--- config.mk ---
export PLATFORM = sky130hd
export DESIGN_NAME = integer_to_ascii_formatter_top
export DESIGN_NICKNAME = d
export VERILOG_FILES = /design/src/sv/i2a_pkg.sv /design/src/sv/i2a_front.sv /design/src/sv/i2a_queue.sv /design/src/sv/i2a_back.sv /design/src/sv/integer_to_ascii_formatter_top.sv
export SDC_FILE = /design/constraint.sdc
export NUM_CORES = 1
export LEC_CHECK = 0
export ABC_AREA = 1
export CELL_PAD_IN_SITES_DETAIL_PLACEMENT = 0
export CELL_PAD_IN_SITES_GLOBAL_PLACEMENT = 1
export CORE_ASPECT_RATIO = 0.75
export CORE_MARGIN = 3
export CORE_UTILIZATION = 34
export CTS_CLUSTER_DIAMETER = 200
export DETAILED_ROUTE_END_ITERATION = 16
export DONT_BUFFER_PORTS = 1
export MAX_ROUTING_LAYER = met4
export PLACE_DENSITY_LB_ADDON = 0.1
export SLEW_MARGIN = 40
export SYNTH_ARGS = -nofsm -noshare
export SYNTH_HDL_FRONTEND = slang
export SYNTH_HIERARCHICAL = 1
export SYNTH_SLANG_ARGS = --single-unit
--- constraint.sdc ---
create_clock -name clk -period 3.1 [get_ports clk]
set_clock_uncertainty 0.05 [all_clocks]
set_input_delay 0.62 -clock clk [delete_from_list [all_inputs] [get_ports clk]]
set_output_delay 0.62 -clock clk [all_outputs]
set_load 0.05 [all_outputs]
--- src/sv/i2a_pkg.sv ---
// Shared types, constants and helper functions for the integer to ASCII formatter.
// Used by every module of the block; depends on nothing else.
package i2a_pkg;

    localparam int I2A_VALUE_BITS  = 32;
    localparam int I2A_QUEUE_DEPTH = 2;
    localparam int WIDTH_BITS      = 5;

    localparam logic [7:0] CH_ZERO  = 8'h30;
    localparam logic [7:0] CH_UPPER = 8'h41;
    localparam logic [7:0] CH_LOWER = 8'h61;
    localparam logic [7:0] CH_MINUS = 8'h2d;
    localparam logic [7:0] CH_SPACE = 8'h20;

    typedef enum logic [1:0] {
        RADIX_DEC = 2'd0,
        RADIX_HEX = 2'd1,
        RADIX_OCT = 2'd2
    } radix_t;

    typedef enum logic [1:0] {
        BK_IDLE,
        BK_CONVERT,
        BK_SIGN,
        BK_EMIT
    } bk_state_t;

    typedef struct packed {
        radix_t                  radix;
        logic                    neg;
        logic                    upper;
        logic                    zero_fill;
        logic [WIDTH_BITS-1:0]   width;
    } ctl_t;

    // Number of decimal digits needed for the largest value of the given bit count.
    function automatic int dec_digits(input int bits);
        logic [71:0] limit;
        logic [71:0] power;
        int          count;
        limit = 72'(1) << bits;
        power = 72'(1);
        count = 0;
        for (int i = 0; i < 21; i++)
        begin
            if (power < limit)
            begin
                count = count + 1;
            end
            power = power * 72'(10);
        end
        return count;
    endfunction

    function automatic logic [7:0] digit_char(input logic [3:0] d, input logic upper);
        logic [7:0] c;
        if (d <= 4'd9)
        begin
            c = CH_ZERO + 8'(d);
        end
        else if (upper)
        begin
            c = CH_UPPER + 8'(d) - 8'd10;
        end
        else
        begin
            c = CH_LOWER + 8'(d) - 8'd10;
        end
        return c;
    endfunction

endpackage

--- src/sv/i2a_front.sv ---
// Input stage of the formatter: accepts a beat, resolves radix and sign,
// and holds the classified number until the queue takes it. Uses i2a_pkg.
module i2a_front #(
    parameter int VALUE_BITS = i2a_pkg::I2A_VALUE_BITS
) (
    input  logic                          clk,
    input  logic                          rst_n,
    input  logic                          in_valid,
    output logic                          in_stall,
    input  logic [VALUE_BITS-1:0]         value,
    input  logic [1:0]                    radix_select,
    input  logic                          is_signed,
    input  logic                          upper_case,
    input  logic [i2a_pkg::WIDTH_BITS-1:0] min_width,
    input  logic                          zero_fill,
    input  logic                          q_full,
    output logic                          q_push,
    output i2a_pkg::ctl_t                 q_ctl,
    output logic [VALUE_BITS-1:0]         q_mag
);
    import i2a_pkg::*;

    logic                  valid_reg;
    logic                  valid_next;
    ctl_t                  ctl_reg;
    ctl_t                  ctl_next;
    logic [VALUE_BITS-1:0] mag_reg;
    logic [VALUE_BITS-1:0] mag_next;
    logic                  accept;
    radix_t                radix;
    logic                  neg;

    assign in_stall = valid_reg && q_full;
    assign q_push   = valid_reg && !q_full;
    assign accept   = in_valid && !in_stall;
    assign q_ctl    = ctl_reg;
    assign q_mag    = mag_reg;

    always_comb
    begin
        case (radix_select)
            RADIX_HEX: radix = RADIX_HEX;
            RADIX_OCT: radix = RADIX_OCT;
            default:   radix = RADIX_DEC;
        endcase
        neg = is_signed && (radix == RADIX_DEC) && value[VALUE_BITS-1];

        ctl_next.radix     = radix;
        ctl_next.neg       = neg;
        ctl_next.upper     = upper_case;
        ctl_next.zero_fill = zero_fill;
        if (neg && (min_width != '0))
        begin
            ctl_next.width = min_width - WIDTH_BITS'(1);
        end
        else
        begin
            ctl_next.width = min_width;
        end
        mag_next = neg ? (~value + VALUE_BITS'(1)) : value;

        if (accept)
        begin
            valid_next = 1'b1;
        end
        else if (q_push)
        begin
            valid_next = 1'b0;
        end
        else
        begin
            valid_next = valid_reg;
        end
    end

    always_ff @(posedge clk or negedge rst_n)
    begin
        if (!rst_n)
        begin
            valid_reg <= 1'b0;
        end
        else
        begin
            valid_reg <= valid_next;
        end
    end

    always_ff @(posedge clk)
    begin
        if (accept)
        begin
            ctl_reg <= ctl_next;
            mag_reg <= mag_next;
        end
    end

endmodule

--- src/sv/i2a_queue.sv ---
// Short register queue that decouples the input stage from the character generator.
// Generic over entry width and depth; uses i2a_pkg for the default depth.
module i2a_queue #(
    parameter int W     = 8,
    parameter int DEPTH = i2a_pkg::I2A_QUEUE_DEPTH
) (
    input  logic         clk,
    input  logic         rst_n,
    input  logic         push,
    input  logic [W-1:0] push_data,
    output logic         full,
    input  logic         pop,
    output logic         not_empty,
    output logic [W-1:0] pop_data
);
    import i2a_pkg::*;

    localparam int PTR_W = (DEPTH > 1) ? $clog2(DEPTH) : 1;
    localparam int CNT_W = $clog2(DEPTH + 1);

    logic [W-1:0]     entry_reg [DEPTH];
    logic [PTR_W-1:0] wr_ptr_reg;
    logic [PTR_W-1:0] wr_ptr_next;
    logic [PTR_W-1:0] rd_ptr_reg;
    logic [PTR_W-1:0] rd_ptr_next;
    logic [CNT_W-1:0] count_reg;
    logic [CNT_W-1:0] count_next;
    logic             do_pop;

    assign full      = (count_reg == CNT_W'(DEPTH));
    assign not_empty = (count_reg != '0);
    assign pop_data  = entry_reg[rd_ptr_reg];
    assign do_pop    = pop && not_empty;

    always_comb
    begin
        wr_ptr_next = wr_ptr_reg;
        rd_ptr_next = rd_ptr_reg;
        count_next  = count_reg;
        if (push)
        begin
            wr_ptr_next = (wr_ptr_reg == PTR_W'(DEPTH - 1)) ? '0 : wr_ptr_reg + PTR_W'(1);
        end
        if (do_pop)
        begin
            rd_ptr_next = (rd_ptr_reg == PTR_W'(DEPTH - 1)) ? '0 : rd_ptr_reg + PTR_W'(1);
        end
        if (push && !do_pop)
        begin
            count_next = count_reg + CNT_W'(1);
        end
        else if (do_pop && !push)
        begin
            count_next = count_reg - CNT_W'(1);
        end
    end

    always_ff @(posedge clk or negedge rst_n)
    begin
        if (!rst_n)
        begin
            wr_ptr_reg <= '0;
            rd_ptr_reg <= '0;
            count_reg  <= '0;
        end
        else
        begin
            wr_ptr_reg <= wr_ptr_next;
            rd_ptr_reg <= rd_ptr_next;
            count_reg  <= count_next;
        end
    end

    always_ff @(posedge clk)
    begin
        if (push)
        begin
            entry_reg[wr_ptr_reg] <= push_data;
        end
    end

endmodule

--- src/sv/i2a_back.sv ---
// Character generator: converts one queued number to digits (shift-add-3 for
// decimal, direct bit groups otherwise) and sends one character per beat. Uses i2a_pkg.
module i2a_back #(
    parameter int VALUE_BITS = i2a_pkg::I2A_VALUE_BITS
) (
    input  logic                  clk,
    input  logic                  rst_n,
    input  logic                  q_valid,
    output logic                  q_pop,
    input  i2a_pkg::ctl_t         q_ctl,
    input  logic [VALUE_BITS-1:0] q_mag,
    output logic                  out_valid,
    input  logic                  out_stall,
    output logic [7:0]            character,
    output logic                  last
);
    import i2a_pkg::*;

    localparam int NDEC  = dec_digits(VALUE_BITS);
    localparam int NHEX  = (VALUE_BITS + 3) / 4;
    localparam int NOCT  = (VALUE_BITS + 2) / 3;
    localparam int NPOS  = (NDEC > NOCT) ? NDEC : NOCT;
    localparam int POS_W = $clog2(NPOS + 1);
    localparam int IDX_W = $clog2(NPOS);
    localparam int CNT_W = $clog2(VALUE_BITS + 1);
    localparam int PADW  = 4 * NPOS;
    localparam int CMP_W = POS_W + WIDTH_BITS;

    bk_state_t             state_reg;
    bk_state_t             state_next;
    ctl_t                  ctl_reg;
    ctl_t                  ctl_next;
    logic [VALUE_BITS-1:0] mag_reg;
    logic [VALUE_BITS-1:0] mag_next;
    logic [CNT_W-1:0]      cnt_reg;
    logic [CNT_W-1:0]      cnt_next;
    logic [POS_W-1:0]      pos_reg;
    logic [POS_W-1:0]      pos_next;
    logic                  seen_reg;
    logic                  seen_next;
    logic [3:0]            digit_reg [NPOS];
    logic [3:0]            digit_next [NPOS];
    logic [3:0]            adj [NPOS];
    logic [PADW-1:0]       pad;
    logic                  out_valid_reg;
    logic                  out_valid_next;
    logic [7:0]            char_reg;
    logic [7:0]            char_next;
    logic                  last_reg;
    logic                  last_next;

    logic                  room;
    logic [POS_W-1:0]      pos_m1;
    logic [3:0]            cur_digit;
    logic                  show_digit;
    logic                  show_fill;
    logic                  emit;
    logic [7:0]            emit_char;
    logic                  emit_last;
    logic                  step;

    assign out_valid = out_valid_reg;
    assign character = char_reg;
    assign last      = last_reg;

    assign room       = !out_valid_reg || !out_stall;
    assign pos_m1     = pos_reg - POS_W'(1);
    assign cur_digit  = digit_reg[pos_m1[IDX_W-1:0]];
    assign show_digit = (cur_digit != 4'd0) || seen_reg || (pos_reg == POS_W'(1));
    assign show_fill  = !show_digit && (CMP_W'(ctl_reg.width) >= CMP_W'(pos_reg));
    assign pad        = PADW'(q_mag);

    always_comb
    begin
        state_next = state_reg;
        case (state_reg)
            BK_IDLE:
            begin
                if (q_valid)
                begin
                    state_next = (q_ctl.radix == RADIX_DEC) ? BK_CONVERT : BK_SIGN;
                end
            end
            BK_CONVERT:
            begin
                if (cnt_reg == CNT_W'(1))
                begin
                    state_next = BK_SIGN;
                end
            end
            BK_SIGN:
            begin
                if (!ctl_reg.neg || room)
                begin
                    state_next = BK_EMIT;
                end
            end
            BK_EMIT:
            begin
                if (step && (pos_reg == POS_W'(1)))
                begin
                    state_next = BK_IDLE;
                end
            end
            default: state_next = BK_IDLE;
        endcase
    end

    always_comb
    begin
        q_pop     = 1'b0;
        emit      = 1'b0;
        emit_char = CH_SPACE;
        emit_last = 1'b0;
        step      = 1'b0;
        case (state_reg)
            BK_IDLE:
            begin
                q_pop = q_valid;
            end
            BK_SIGN:
            begin
                emit      = ctl_reg.neg;
                emit_char = CH_MINUS;
            end
            BK_EMIT:
            begin
                if (show_digit)
                begin
                    emit      = 1'b1;
                    emit_char = digit_char(cur_digit, ctl_reg.upper);
                    emit_last = (pos_reg == POS_W'(1));
                end
                else if (show_fill)
                begin
                    emit      = 1'b1;
                    emit_char = ctl_reg.zero_fill ? CH_ZERO : CH_SPACE;
                end
                step = !emit || room;
            end
            default:
            begin
                q_pop = 1'b0;
            end
        endcase
    end

    always_comb
    begin
        for (int i = 0; i < NPOS; i++)
        begin
            adj[i] = (digit_reg[i] >= 4'd5) ? digit_reg[i] + 4'd3 : digit_reg[i];
        end

        ctl_next  = ctl_reg;
        mag_next  = mag_reg;
        cnt_next  = cnt_reg;
        pos_next  = pos_reg;
        seen_next = seen_reg;
        for (int i = 0; i < NPOS; i++)
        begin
            digit_next[i] = digit_reg[i];
        end

        if (q_pop)
        begin
            ctl_next  = q_ctl;
            mag_next  = q_mag;
            cnt_next  = CNT_W'(VALUE_BITS);
            seen_next = 1'b0;
            case (q_ctl.radix)
                RADIX_HEX: pos_next = POS_W'(NHEX);
                RADIX_OCT: pos_next = POS_W'(NOCT);
                default:   pos_next = POS_W'(NDEC);
            endcase
            for (int i = 0; i < NPOS; i++)
            begin
                case (q_ctl.radix)
                    RADIX_HEX: digit_next[i] = pad[4*i +: 4];
                    RADIX_OCT: digit_next[i] = {1'b0, pad[3*i +: 3]};
                    default:   digit_next[i] = 4'd0;
                endcase
            end
        end
        else if (state_reg == BK_CONVERT)
        begin
            mag_next      = mag_reg << 1;
            cnt_next      = cnt_reg - CNT_W'(1);
            digit_next[0] = {adj[0][2:0], mag_reg[VALUE_BITS-1]};
            for (int i = 1; i < NPOS; i++)
            begin
                digit_next[i] = {adj[i][2:0], adj[i-1][3]};
            end
        end
        else if ((state_reg == BK_EMIT) && step)
        begin
            pos_next  = pos_m1;
            seen_next = seen_reg || show_digit;
        end

        out_valid_next = out_valid_reg;
        char_next      = char_reg;
        last_next      = last_reg;
        if (emit && room)
        begin
            out_valid_next = 1'b1;
            char_next      = emit_char;
            last_next      = emit_last;
        end
        else if (!out_stall)
        begin
            out_valid_next = 1'b0;
        end
    end

    always_ff @(posedge clk or negedge rst_n)
    begin
        if (!rst_n)
        begin
            state_reg     <= BK_IDLE;
            out_valid_reg <= 1'b0;
            cnt_reg       <= '0;
            pos_reg       <= '0;
            seen_reg      <= 1'b0;
        end
        else
        begin
            state_reg     <= state_next;
            out_valid_reg <= out_valid_next;
            cnt_reg       <= cnt_next;
            pos_reg       <= pos_next;
            seen_reg      <= seen_next;
        end
    end

    always_ff @(posedge clk)
    begin
        ctl_reg  <= ctl_next;
        mag_reg  <= mag_next;
        char_reg <= char_next;
        last_reg <= last_next;
        for (int i = 0; i < NPOS; i++)
        begin
            digit_reg[i] <= digit_next[i];
        end
    end

endmodule

--- src/sv/integer_to_ascii_formatter_top.sv ---
// Each input beat is one number; it leaves as ASCII characters, most significant first, one
// per output beat, with last set on the final character. The character generator loads the
// number, converts it for decimal (one shift-add-3 step per value bit), emits the sign if
// negative and then walks each digit position of its radix, waiting while the output
// stalls. An input register and a short queue let the next numbers be accepted meanwhile.
module integer_to_ascii_formatter_top #(
    parameter int VALUE_BITS  = i2a_pkg::I2A_VALUE_BITS,
    parameter int QUEUE_DEPTH = i2a_pkg::I2A_QUEUE_DEPTH
) (
    input  logic                           clk,
    input  logic                           rst_n,
    input  logic                           in_valid,
    output logic                           in_stall,
    input  logic [VALUE_BITS-1:0]          value,
    input  logic [1:0]                     radix_select,
    input  logic                           is_signed,
    input  logic                           upper_case,
    input  logic [i2a_pkg::WIDTH_BITS-1:0] min_width,
    input  logic                           zero_fill,
    output logic                           out_valid,
    input  logic                           out_stall,
    output logic [7:0]                     character,
    output logic                           last
);
    import i2a_pkg::*;

    localparam int QW = $bits(ctl_t) + VALUE_BITS;

    logic                  q_full;
    logic                  q_push;
    ctl_t                  f_ctl;
    logic [VALUE_BITS-1:0] f_mag;
    logic                  q_pop;
    logic                  q_not_empty;
    logic [QW-1:0]         q_data;
    ctl_t                  b_ctl;
    logic [VALUE_BITS-1:0] b_mag;

    assign b_ctl = q_data[QW-1:VALUE_BITS];
    assign b_mag = q_data[VALUE_BITS-1:0];

    i2a_front #(
        .VALUE_BITS (VALUE_BITS)
    ) u_front (
        .clk          (clk),
        .rst_n        (rst_n),
        .in_valid     (in_valid),
        .in_stall     (in_stall),
        .value        (value),
        .radix_select (radix_select),
        .is_signed    (is_signed),
        .upper_case   (upper_case),
        .min_width    (min_width),
        .zero_fill    (zero_fill),
        .q_full       (q_full),
        .q_push       (q_push),
        .q_ctl        (f_ctl),
        .q_mag        (f_mag)
    );

    i2a_queue #(
        .W     (QW),
        .DEPTH (QUEUE_DEPTH)
    ) u_queue (
        .clk       (clk),
        .rst_n     (rst_n),
        .push      (q_push),
        .push_data ({f_ctl, f_mag}),
        .full      (q_full),
        .pop       (q_pop),
        .not_empty (q_not_empty),
        .pop_data  (q_data)
    );

    i2a_back #(
        .VALUE_BITS (VALUE_BITS)
    ) u_back (
        .clk       (clk),
        .rst_n     (rst_n),
        .q_valid   (q_not_empty),
        .q_pop     (q_pop),
        .q_ctl     (b_ctl),
        .q_mag     (b_mag),
        .out_valid (out_valid),
        .out_stall (out_stall),
        .character (character),
        .last      (last)
    );

endmodule

**Yosys cells after proc, flatten, opt, wreduce, memory -nomap -nowiden**

Memory sizes are Yosys's and may differ from the RTL's.
Cells that the tools add are included.

- Register bits: 110
- Bits in writable memories: 128
- Input bits: 46
- Output and inout bits: 11
- Logic and storage cells: 185
- Memories kept: 2

- Add/subtract/negate cells: 24
- Magnitude comparators: 13
- Equality and inequality tests: 16
- Muxes and demuxes: 66
- Bitwise operators: 1
- Reduce and logical (&&, ||, !) cells: 41

Memories:

| memory | words | bits a word | rd ports | clocked after memory_dff | wr ports | line | RTL |
|---|---|---|---|---|---|---|---|
| u_queue.entry_reg | 2 | 42 | 1 | 0 | 1 | i2a_queue.sv:21 | `logic [W-1:0] entry_reg [DEPTH];` |
| u_back.digit_reg | 11 | 4 | 12 | 0 | 11 | i2a_back.sv:41 | `logic [3:0] digit_reg [NPOS];` |

Operators by type and width:

| kind | count |
|---|---|
| 32-bit 2-to-1 mux | 3 |
| 44-bit 2-to-1 mux | 2 |
| 4-bit one-hot mux with 2 select lines | 8 |
| 4-bit 2-to-1 mux | 13 |
| 4-bit by 3-bit >= comparator with 1-bit output, second input constant | 11 |
| 4-bit by 2-bit adder with 4-bit output, second input constant | 10 |
| 32-bit by 1-bit adder with 32-bit output, second input constant | 1 |
| 8-bit 2-to-1 mux | 4 |
| 32-bit inverter | 1 |
| 7-bit by 4-bit adder with 8-bit output, first input constant | 2 |
| 1-bit 2-to-1 mux | 16 |
| 2-bit 2-to-1 mux | 8 |
| 8-bit one-hot mux with 2 select lines | 1 |
| 8-bit by 4-bit subtractor with 8-bit output, second input constant | 2 |
| 1-bit logical AND | 13 |
| 6-bit 2-to-1 mux | 2 |
| 2-bit equality test, second input constant | 5 |
| 5-bit 2-to-1 mux | 2 |
| 2-bit by 1-bit inequality test with 1-bit output, second input constant | 5 |
| 2-bit nonzero test | 5 |
| 1-bit logical NOT | 9 |
| 3-bit 2-to-1 mux | 3 |
| 2-bit one-hot mux with 2 select lines | 2 |
| 2-bit one-hot mux with 4 select lines | 1 |
| other kinds (21) | 32 |

**Depth between registers and ports, before layout**

Gate-level depths: netlist (run 1).
An unclocked memory read counts as a cell.

- Depth in word-level cells: 17
- Depth in mapped cells: 22
- Depth with buffers taken out: 21

**Cells and area by module**

The synthesis (run 1) kept the hierarchy.

By module, submodules not included:

| module | instances | cells each | area each (µm²) | seq. area each (µm²) |
|---|---|---|---|---|
| i2a_back | 1 | 756 | 6528.8 | 3072.9 |
| i2a_queue | 1 | 247 | 3377.0 | 2622.5 |
| i2a_front | 1 | 300 | 2582.5 | 1286.2 |

**Least setup slack after synthesis (run 1)**

No wires, ideal clock.

- Path type: reg-to-reg
- Start point: register u_queue.count_reg[1]
- End point: register u_front.ctl_reg, in the netlist u_front/q_ctl[0], enable pin
- Arrival: 2.633 ns
- Required time: 2.608 ns
- Slack: -0.024 ns
- Cell stages (with the launch flop): 6
- Buffers on the path: 0
- Path through: dfrtp_1 -> inv_1 -> nor2_1 -> nand2_1 -> inv_1 -> nor2_1

- Cells in the longest elaborated chain, start to end: 4

RTL lines:

| item | line | RTL |
|---|---|---|
| start: declaration | i2a_queue.sv:26 | `logic [CNT_W-1:0] count_reg;` |
| start signal: assignment | i2a_queue.sv:70 | `count_reg <= count_next;` |
| 2-bit equality test | i2a_queue.sv:30 | `assign full = (count_reg == CNT_W'(DEPTH));` |
| named net q_full | integer_to_ascii_formatter_top.sv:29 | `logic q_full;` |
| 1-bit logical AND | i2a_front.sv:33 | `assign in_stall = valid_reg && q_full;` |
| named net in_stall | integer_to_ascii_formatter_top.sv:13 | `output logic in_stall,` |
| 1-bit logical NOT | i2a_front.sv:35 | `assign accept = in_valid && !in_stall;` |
| 1-bit logical AND | i2a_front.sv:35 |  |
| named net u_front.accept | i2a_front.sv:29 | `logic accept;` |
| end signal: assignment | i2a_front.sv:92 | `ctl_reg <= ctl_next;` |
| end: declaration | i2a_front.sv:25 | `ctl_t ctl_reg;` |

The timed path passes the listed nets, and every way through them passes these cells.
A chain may end at the register's enable or synchronous reset.

**Final worst setup path (run 1)**

- Start point: register u_back.pos_reg[1]
- End point: register u_back.char_reg[3], in the netlist u_back/character[3], enable pin

- Cells in the longest elaborated chain, start to end: 12
- Elaborated cells on any way between the ends: 14
- Classes of those cells: add/sub: 1; order compare: 1; eq/ne: 1; mux: 4; reduce/logical: 6; memory: 1

RTL lines:

| item | line | RTL |
|---|---|---|
| start: declaration | i2a_back.sv:37 | `logic [POS_W-1:0] pos_reg;` |
| start signal: assignment | i2a_back.sv:231 | `pos_reg <= pos_next;` |
| 4-bit by 1-bit subtractor with 4-bit output | i2a_back.sv:67 | `assign pos_m1 = pos_reg - POS_W'(1);` |
| memory 11 x 4 bit | -- |  |
| 4-bit nonzero test | i2a_back.sv:69 | `assign show_digit = (cur_digit != 4'd0) \|\| seen_reg \|\| (pos_reg == POS_W'(1));` |
| 1-bit logical OR (2 in series) | i2a_back.sv:69 |  |
| 1-bit logical NOT | i2a_back.sv:70 | `assign show_fill = !show_digit && (CMP_W'(ctl_reg.width) >= CMP_W'(pos_reg));` |
| 1-bit logical AND | i2a_back.sv:70 |  |
| 1-bit 2-to-1 mux | i2a_back.sv:134 | `else if (show_fill)` |
| 1-bit 2-to-1 mux (*) | i2a_back.sv:128 | `if (show_digit)` |
| 1-bit 2-to-1 mux (*) | i2a_back.sv:116 | `case (state_reg)` |
| 1-bit one-hot mux with 2 select lines (*) | i2a_back.sv:116 |  |
| 1-bit logical AND (*) | i2a_back.sv:204 | `if (emit && room)` |
| end signal: assignment | i2a_back.sv:240 | `char_reg <= char_next;` |
| end: declaration | i2a_back.sv:47 | `logic [7:0] char_reg;` |

Mark *: on every way between the ends. The rest lies on a longest branch, timed or not. The select of a mux whose other input is x is not followed.

==> results.txt, run 1 <==
----------------------------------------------------
[Outcome]
  Run status ... finished, violations left
  Violated checks ... hold timing

[Layout]
  Sequential cell area ... 6982 sq um
  Number of antenna cells inserted ... 0
  Number of nets in the final layout ... between 1000 and 1500
  Area of combinational cells with multiple inputs ... about 4600 sq um
  Final cell count without fillers ... 1803
  Share of layout cells above drive strength 1 ... 0.1129
  Filler cell count in the final layout ... 3616
  Cell area after layout ... 13860 sq um
  Max FFs per register ... 84
  Leading cell types in the layout, fill and taps excluded ... sky130_fd_sc_hd__nand2_1, sky130_fd_sc_hd__edfxtp_1, sky130_fd_sc_hd__inv_1
  Finished Core Util ... 0.3847
  Most common library cell in the layout ignoring fill and taps ... sky130_fd_sc_hd__nand2_1
  Layout overhead on the synthesized area ... 10.99%

[Power]
  Flop pwr share ... 0.385
  Clock network fraction of total power ... 0.198
  Overall power ... 15.81 mW
  Cell-internal power ... 9.076 mW
  Max VDD drop ... 0.0005256 V
  Fraction of power spent switching nets ... 0.4260
  PwrDens ... ~1100 nW/um^2
  Cell leakage power ... around 5.8 nW
  Switching pwr ... 6.736 mW
  Comb pwr share ... 0.417

[Clock tree]
  Clock-pin slew of the registers on the worst-case setup and hold paths ... 0.07 ns
  H-tree lvl count ... 1
  TritonCTS clock tree ... built
  Max Buffers Root-to-Sink ... 3
  Clock root cell ... sky130_fd_sc_hd__clkbuf_16
  Number of buffers inserted during clock tree synthesis ... 26
  Clock latency reported for the late side of the worst-skew pair ... 0.55 ns
  Sink count of the clock tree ... 237

[Synth]
  Count of different cell masters after synthesis ... 51
  Seq/Total Area, Yosys ... 0.5591
  Number of synthesis warnings ... 6
  Compound-Gate Fraction of Synth Area ... 0.09107
  Synth Area in Adders ... 0.04709
  Area of the mapped netlist ... 12490 sq um
  XOR/XNOR share of the synthesized area ... 0.02314
  Average instance area after synthesis ... 9.584 sq um
  Synthesized flop and latch total ... about 240
  Largest family of logic cells by synthesized area ... simple AND/OR/NAND/NOR gates
  Mapped Cells ... about 1300
  Mux contribution to synthesized area ... 0
  Syn nets ... about 1400
  Simple-gate share of the synthesized area ... 0.2081

[Timing]
  Slew at the pin with the worst max-slew slack ... between 0.6 and 0.7 ns
  Total negative slack for setup checks ... 0 ns
  Fin crit share ... 0.8911
  Final worst slack ... 0.3376 ns
  RSZ-0062 raised after global routing ... no
  Hold slack ... -0.01465 ns
  Final hold vios ... 6
  Max Fclk ... 0.3620 GHz
  Rel. slew slack ... 0.5532
  Time the final worst path needs with I/O delays and setup ... 2.762 ns
  Setup violation total in the final timing report ... 0
  Final slew viol count ... 0

[Detailed routing]
  Routed met3 length ... roughly 1600 um
  Total wirelength of the detailed-routed design ... about 31000 um
  Met1 Wirelength ... 16430 um
  DRC violation count after routing ... 0
  First-iteration detailed-routing DRC count ... 748
  Met2 wirelength from detailed routing ... 12920 um
  Vias ... about 9000
  Antenna-violating nets left ... 0
  Length of the first detailed-routing pass in iterations ... 5
  Top layer reached by signal wires ... met4
  Drt wl/cell ... 17.36 um
  Via-per-instance ratio ... 4.877

[Flow run]
  Max-capacitance violation count ... 0

[Global route]
  Maximum number of pins on one net before global-route repair ... 72
  Total global routing overflow ... 0
  Number of global-route vias before repair ... 8423
  Wire length of the first global-routing pass ... 49500 um
  Number of antenna violations at the first check in global routing ... 0
  Global routing usage summed across all routing layers ... 0.1689

[Die]
  Effective utilization at floorplan ... 0.3466
  Die boundary height ... between 150 and 200 um
  Horizontal extent of the die ... between 200 and 250 um
  Number of standard-cell rows in the floorplan ... 60
  Die area ... 39090 sq um
  Core Region ... 36030 sq um
  Number of I/O pins ... 57

[Setup path]
  Crit Path Category ... reg2reg
  Nature of the critical path startpoint ... register
  Arrival time of data at the critical path endpoint ... around 3 ns
  Required time reported for the critical path endpoint ... 3.34 ns
  Launch point of the worst path ... u_back/pos_reg[1]$_DFFE_PN0P_
  Crit end category ... register
  Worst reg2reg startpoint ... u_back/pos_reg[1]$_DFFE_PN0P_
  Top fanout value on the critical path ... 11

[Placed design]
  Placement Cell Area ... 12970 sq um
  IO buf count ... 0
  Cell count after placement ... 1751
  Post-Place Setup Slack ... ~0.15 ns
  Placer congestion estimate ... 0.7988
  Placed wire-length estimate after detailed placement ... roughly 23000 um

[Worst hold path]
  Min-Delay Path Class ... in2async

----------------------------------------------------
## kinds of logic after synthesis
group | count (synthesis)
other cells | 1
flops | 237
fa+ha+maj | 47
buf+inv | 197
simple gates | 588
xor+xnor | 33
compound gates | 200
## worst max-delay path: stages (launching register included)
cell	delay, ns
sky130_fd_sc_hd__dfrtp_1	0.38
sky130_fd_sc_hd__inv_1	0.08
sky130_fd_sc_hd__ha_1	0.25
sky130_fd_sc_hd__buf_4	0.19
sky130_fd_sc_hd__a21oi_1	0.11
sky130_fd_sc_hd__o21ai_0	0.09
sky130_fd_sc_hd__nand3_1	0.09
sky130_fd_sc_hd__nand2_1	0.07
sky130_fd_sc_hd__nand2_1	0.07
sky130_fd_sc_hd__nand2_2	0.08
sky130_fd_sc_hd__inv_2	0.08
sky130_fd_sc_hd__ha_1	0.14
sky130_fd_sc_hd__inv_1	0.04
sky130_fd_sc_hd__nor3b_2	0.14
sky130_fd_sc_hd__buf_4	0.14
sky130_fd_sc_hd__nand4_4	0.11
sky130_fd_sc_hd__a21boi_2	0.18
sky130_fd_sc_hd__nor2_1	0.05
sky130_fd_sc_hd__buf_4	0.17
## synth_stat cells (all sizes together)
| cell | count | share of area |
|---|---|---|
| o31ai | 11 | 0.0066 |
| nand4 | 7 | 0.0052 |
| nor3b | 1 | 0.00060 |
| nor2 | 95 | 0.035 |
| dfrtp | 19 | 0.038 |
| buf | 26 | 0.019 |
| conb | 1 | 0.00030 |
| dfxtp | 4 | 0.0064 |
| a21oi | 32 | 0.013 |
| xor2 | 27 | 0.019 |
| o21ai | 121 | 0.051 |
| clkinv | 2 | 0.00060 |
| a22o | 1 | 0.00070 |
| o211ai | 2 | 0.0016 |
| nor3 | 6 | 0.0024 |
| nand2 | 387 | 0.13 |
| a211oi | 1 | 0.00060 |
| clkbuf | 12 | 0.0036 |
| xnor2 | 6 | 0.0042 |
| or2 | 5 | 0.0025 |
| o2111a | 1 | 0.00090 |
| nor4 | 1 | 0.00050 |
| nand3 | 86 | 0.036 |
| o32ai | 4 | 0.0028 |
| o2111ai | 1 | 0.00070 |
| edfxtp | 214 | 0.51 |
| ha | 47 | 0.047 |
| o21bai | 1 | 0.00060 |
| o22ai | 22 | 0.011 |
| o21a | 1 | 0.00060 |
| a21boi | 2 | 0.0012 |
| inv | 157 | 0.048 |
## power groups by stage
stage               clock [mW]  sequential (mW)  combinational [mW]
global placement             0             6.15                6.53
floorplan                    0             5.91                4.83
global route              3.38             6.23                7.57
finish                    3.13             6.08                6.59
CTS                       3.24             6.10                6.58
detailed placement           0             6.14                6.52
## cell type report
cell class,instances,area share
Timing Repair Buffer,25,0.01426
Sequential cell,237,0.5037
Clock inverter,18,0.01210
Multi-Input combinational cell,869,0.3348
Inverter,159,0.04360
Clock buffer,30,0.04956
Tap cell,465,0.04198
## metal layers
metal  GRT usage  up-vias
li1            -     4388
met1      0.2602     4202
met2      0.2398      171
met3     0.02325       32
met4     0.02644        0
met5           -        -
## final timing paths
| path | cells past startpoint | slack [ns] | endpoint |
|---|---|---|---|
| min in group clk | 0 | 0.12 | u_front/q_mag[0]$_DFFE_PP_ |
| max in group asynchronous | 1 | 2.64 | u_front/valid_reg$_DFFE_PN0P_ |
| worst min-delay path | 1 | -0.01 | u_back/cnt_reg[5]$_DFFE_PN0P_ |
| worst min register to register | 0 | 0.38 | u_queue/entry_reg[1][17]$_DFFE_PP_ |
| worst max-delay path | 18 | 0.34 | u_back/character[3]$_SDFFCE_PN0P_ |
| worst max register to register | 18 | 0.34 | u_back/character[3]$_SDFFCE_PN0P_ |
## timing repair
action | in CTS | in global routing
hold endpoints to repair | 19 | 0
hold buffers | 1 | 0
endpoints found under the setup margin | 0 | 8
gates resized for setup | 0 | 3
buffers inserted | 0 | 3
No activity file was read; power rests on OpenSTA's default activity.
==> inputs of run 2 (changes only) <==
--- a/config.mk
+++ b/config.mk
@@ -16,6 +16,7 @@
 export DONT_BUFFER_PORTS = 1
 export MAX_ROUTING_LAYER = met4
 export PLACE_DENSITY_LB_ADDON = 0.1
+export RECOVER_POWER = 50
 export SLEW_MARGIN = 40
 export SYNTH_ARGS = -nofsm -noshare
 export SYNTH_HDL_FRONTEND = slang
==> run 2 against run 1 <==
Against the previous run:
- the flow now finishes without violations
- largest power group unchanged
- highest routed layer unchanged
- die area is the same
- critical endpoint is now u_front/q_mag[16]$_DFFE_PP_
- cell count is the same
- utilization shrank 0.29 points
==> results.txt, run 2 (synthesis gave the netlist of run 1 again) <==
----------------------------------------------------
[Outcome]
  Run status ... complete, no violations

[Detailed routing]
  First-iteration detailed-routing DRC count ... 768
  Vias ... a little under 9000
  Length of the first detailed-routing pass in iterations ... 5
  Drt wl/cell ... 17.35 um
  DRC violation count after routing ... 0
  Antenna-violating nets left ... 0
  Total wirelength of the detailed-routed design ... 31290 um
  Via-per-instance ratio ... 4.855

[Clock tree]
  Clock latency reported for the late side of the worst-skew pair ... 0.55 ns
  Number of buffers inserted during clock tree synthesis ... 26
  Sink count of the clock tree ... about 240
  TritonCTS clock tree ... built
  Max Buffers Root-to-Sink ... 3
  Clock-pin slew of the registers on the worst-case setup and hold paths ... 0.06 ns
  H-tree lvl count ... 1
  Clock root cell ... sky130_fd_sc_hd__clkbuf_16

[Die]
  Core Region ... 36030 sq um
  Number of I/O pins ... 57
  Effective utilization at floorplan ... 0.3466
  Number of standard-cell rows in the floorplan ... 60
  Horizontal extent of the die ... ~230 um
  Die area ... 39090 sq um
  Die boundary height ... about 170 um

[Setup path]
  Worst reg2reg startpoint ... u_back/pos_reg[1]$_DFFE_PN0P_
  Required time reported for the critical path endpoint ... 3.41 ns
  Number of cell instances on the worst register-to-register path ... 18
  Crit-path cells ... inv_1 > ha_1 > nand2_1 > nor2_2 > o21ai_1 > nand2_1 > xor2_1
  Crit Path Category ... in2reg
  Nature of the critical path startpoint ... input pin
  Most frequent cell on the critical path ... sky130_fd_sc_hd__nand2_1
  Largest stage delay on the critical path ... 1.01 ns
  Top fanout value on the critical path ... 26
  Arrival time of data at the critical path endpoint ... approximately 3 ns
  Crit end category ... register
  Critical-path cell with the highest stage delay ... sky130_fd_sc_hd__nor2_2
  Flop-to-flop setup slack ... 0.34 ns
  Endpoint of the worst register-to-register path ... u_back/character[3]$_SDFFCE_PN0P_

[Timing]
  Final slew viol count ... 0
  Time the final worst path needs with I/O delays and setup ... 2.759 ns
  Setup violation total in the final timing report ... 0
  Slew at the pin with the worst max-slew slack ... 1.346 ns
  RSZ-0062 raised after global routing ... no
  Total negative slack for setup checks ... 0 ns
  Rel. slew slack ... 0.1017
  Fin crit share ... 0.8901
  Final hold vios ... 0
  Max Fclk ... 0.3624 GHz

[Placed design]
  IO buf count ... 0
  Placed wire-length estimate after detailed placement ... 22610 um
  Cell count after placement ... 1751
  Placer congestion estimate ... roughly 0.8

[Layout]
  Number of nets in the final layout ... 1411
  Filler cell count in the final layout ... 3626
  Number of antenna cells inserted ... 0
  Most common library cell in the layout ignoring fill and taps ... sky130_fd_sc_hd__nand2_1
  Layout overhead on the synthesized area ... 10.16%
  Share of layout cells above drive strength 1 ... 0.09641
  Max FFs per register ... 84
  Final cell count without fillers ... about 1800
  Leading cell types in the layout, fill and taps excluded ... sky130_fd_sc_hd__nand2_1, sky130_fd_sc_hd__edfxtp_1, sky130_fd_sc_hd__inv_1

[Worst hold path]
  Beginning of the worst hold path ... value[0]
  Min-Delay Endpoint ... u_front/q_mag[0]$_DFFE_PP_
  Number of cells on the worst hold path ... 0
  Min-Delay Path Class ... in2reg

[Power]
  Switching pwr ... 6.721 mW
  Max VDD drop ... 0.0005189 V
  Cell-internal power ... 9.068 mW
  Fraction of power spent switching nets ... 0.4257
  PwrDens ... around 1100 nW/um^2
  Flop pwr share ... 0.386
  Cell leakage power ... 5.740 nW
  Overall power ... 15.79 mW
  Clock network fraction of total power ... 0.199
  Comb pwr share ... 0.416

[Flow run]
  Max-capacitance violation count ... 0

[Global route]
  Number of antenna violations at the first check in global routing ... 0
  Wire length of the first global-routing pass ... 49500 um
  Total global routing overflow ... 0
  Number of global-route vias before repair ... 8423
  Global routing usage summed across all routing layers ... 0.1689
  Maximum number of pins on one net before global-route repair ... approximately 70

----------------------------------------------------
run 2: cell types whose count changed in the layout (fill, tap and decap cells not counted), sizes merged:
cell / change
buf: -4
clkbuf: +4
run 2: power groups by stage:
stage / logic, mW / registers [mW] / clock network (mW)
after floorplan: 4.83 / 5.91 / 0
final: 6.56 / 6.09 / 3.14
after detailed placement: 6.52 / 6.14 / 0
after global placement: 6.53 / 6.15 / 0
after CTS: 6.58 / 6.10 / 3.24
after global routing: 7.54 / 6.23 / 3.38
run 2: worst max path at each step:
stage,from,end
finish,radix_select[0],u_front/q_mag[16]$_DFFE_PP_
detailed placement,u_back/pos_reg[0]$_DFFE_PN0P_,u_back/character[0]$_SDFFCE_PN0P_
floorplan,u_queue/count_reg[1]$_DFFE_PN0P_,u_queue/entry_reg[0][0]$_DFFE_PP_
global route,u_back/pos_reg[0]$_DFFE_PN0P_,u_back/character[3]$_SDFFCE_PN0P_
CTS,u_back/pos_reg[1]$_DFFE_PN0P_,u_back/character[1]$_SDFFCE_PN0P_
global placement,u_back/pos_reg[0]$_DFFE_PN0P_,u_back/character[0]$_SDFFCE_PN0P_
run 2: per-stage QoR:
step,utilization,cell area [sq um],hold WS (ns),setup slack [ns]
after floorplan,-,12490,0.2744,0.05490
after global placement,0.3599,12970,0.2748,0.2041
after detailed placement,0.3599,12970,0.2749,0.1476
after CTS,0.3839,13830,0.09807,0.1195
after global routing,0.3818,13760,0.09219,0.02529
final,0.3818,13760,0.1211,0.3407
run 2: worst max-delay path, delay by kind of cell:
family | cells | cell delay (ns)
and+or+nand+nor | 3 | 1.33
AOI/OAI and AO/OA | 1 | 0.49
adders and majority gates | 1 | 0.36
xor gates and xnor gates | 1 | 0.23
buffers and inverters | 1 | 0.02
run 2: timing repair:
item / in CTS / in global routing
endpoints found under the setup margin: 0 / 8
setup buffers: 0 / 3
hold buffers: 1 / 0
endpoints found under the hold margin: 19 / 0
resized for setup: 0 / 3
run 2: per-layer routing:
| layer | wire, um | vias up | track usage |
|---|---|---|---|
| met5 | 0 | - | - |
| met4 | 392 | 0 | 0.02644 |
| met1 | 16530 | 4171 | 0.2602 |
| met2 | 12950 | 164 | 0.2398 |
| li1 | - | 4386 | - |
| met3 | 1410 | 32 | 0.02325 |
run 2: cell type report:
class,instances,area [sq um],area share
clock buffer,30,686.9,0.04993
clock inverter,18,167.7,0.01219
inverter,159,604.3,0.04393
multi-input combinational,869,4547,0.3305
sequential,237,6982,0.5075
tap,465,581.8,0.04229
timing repair buffer,25,187.7,0.01364
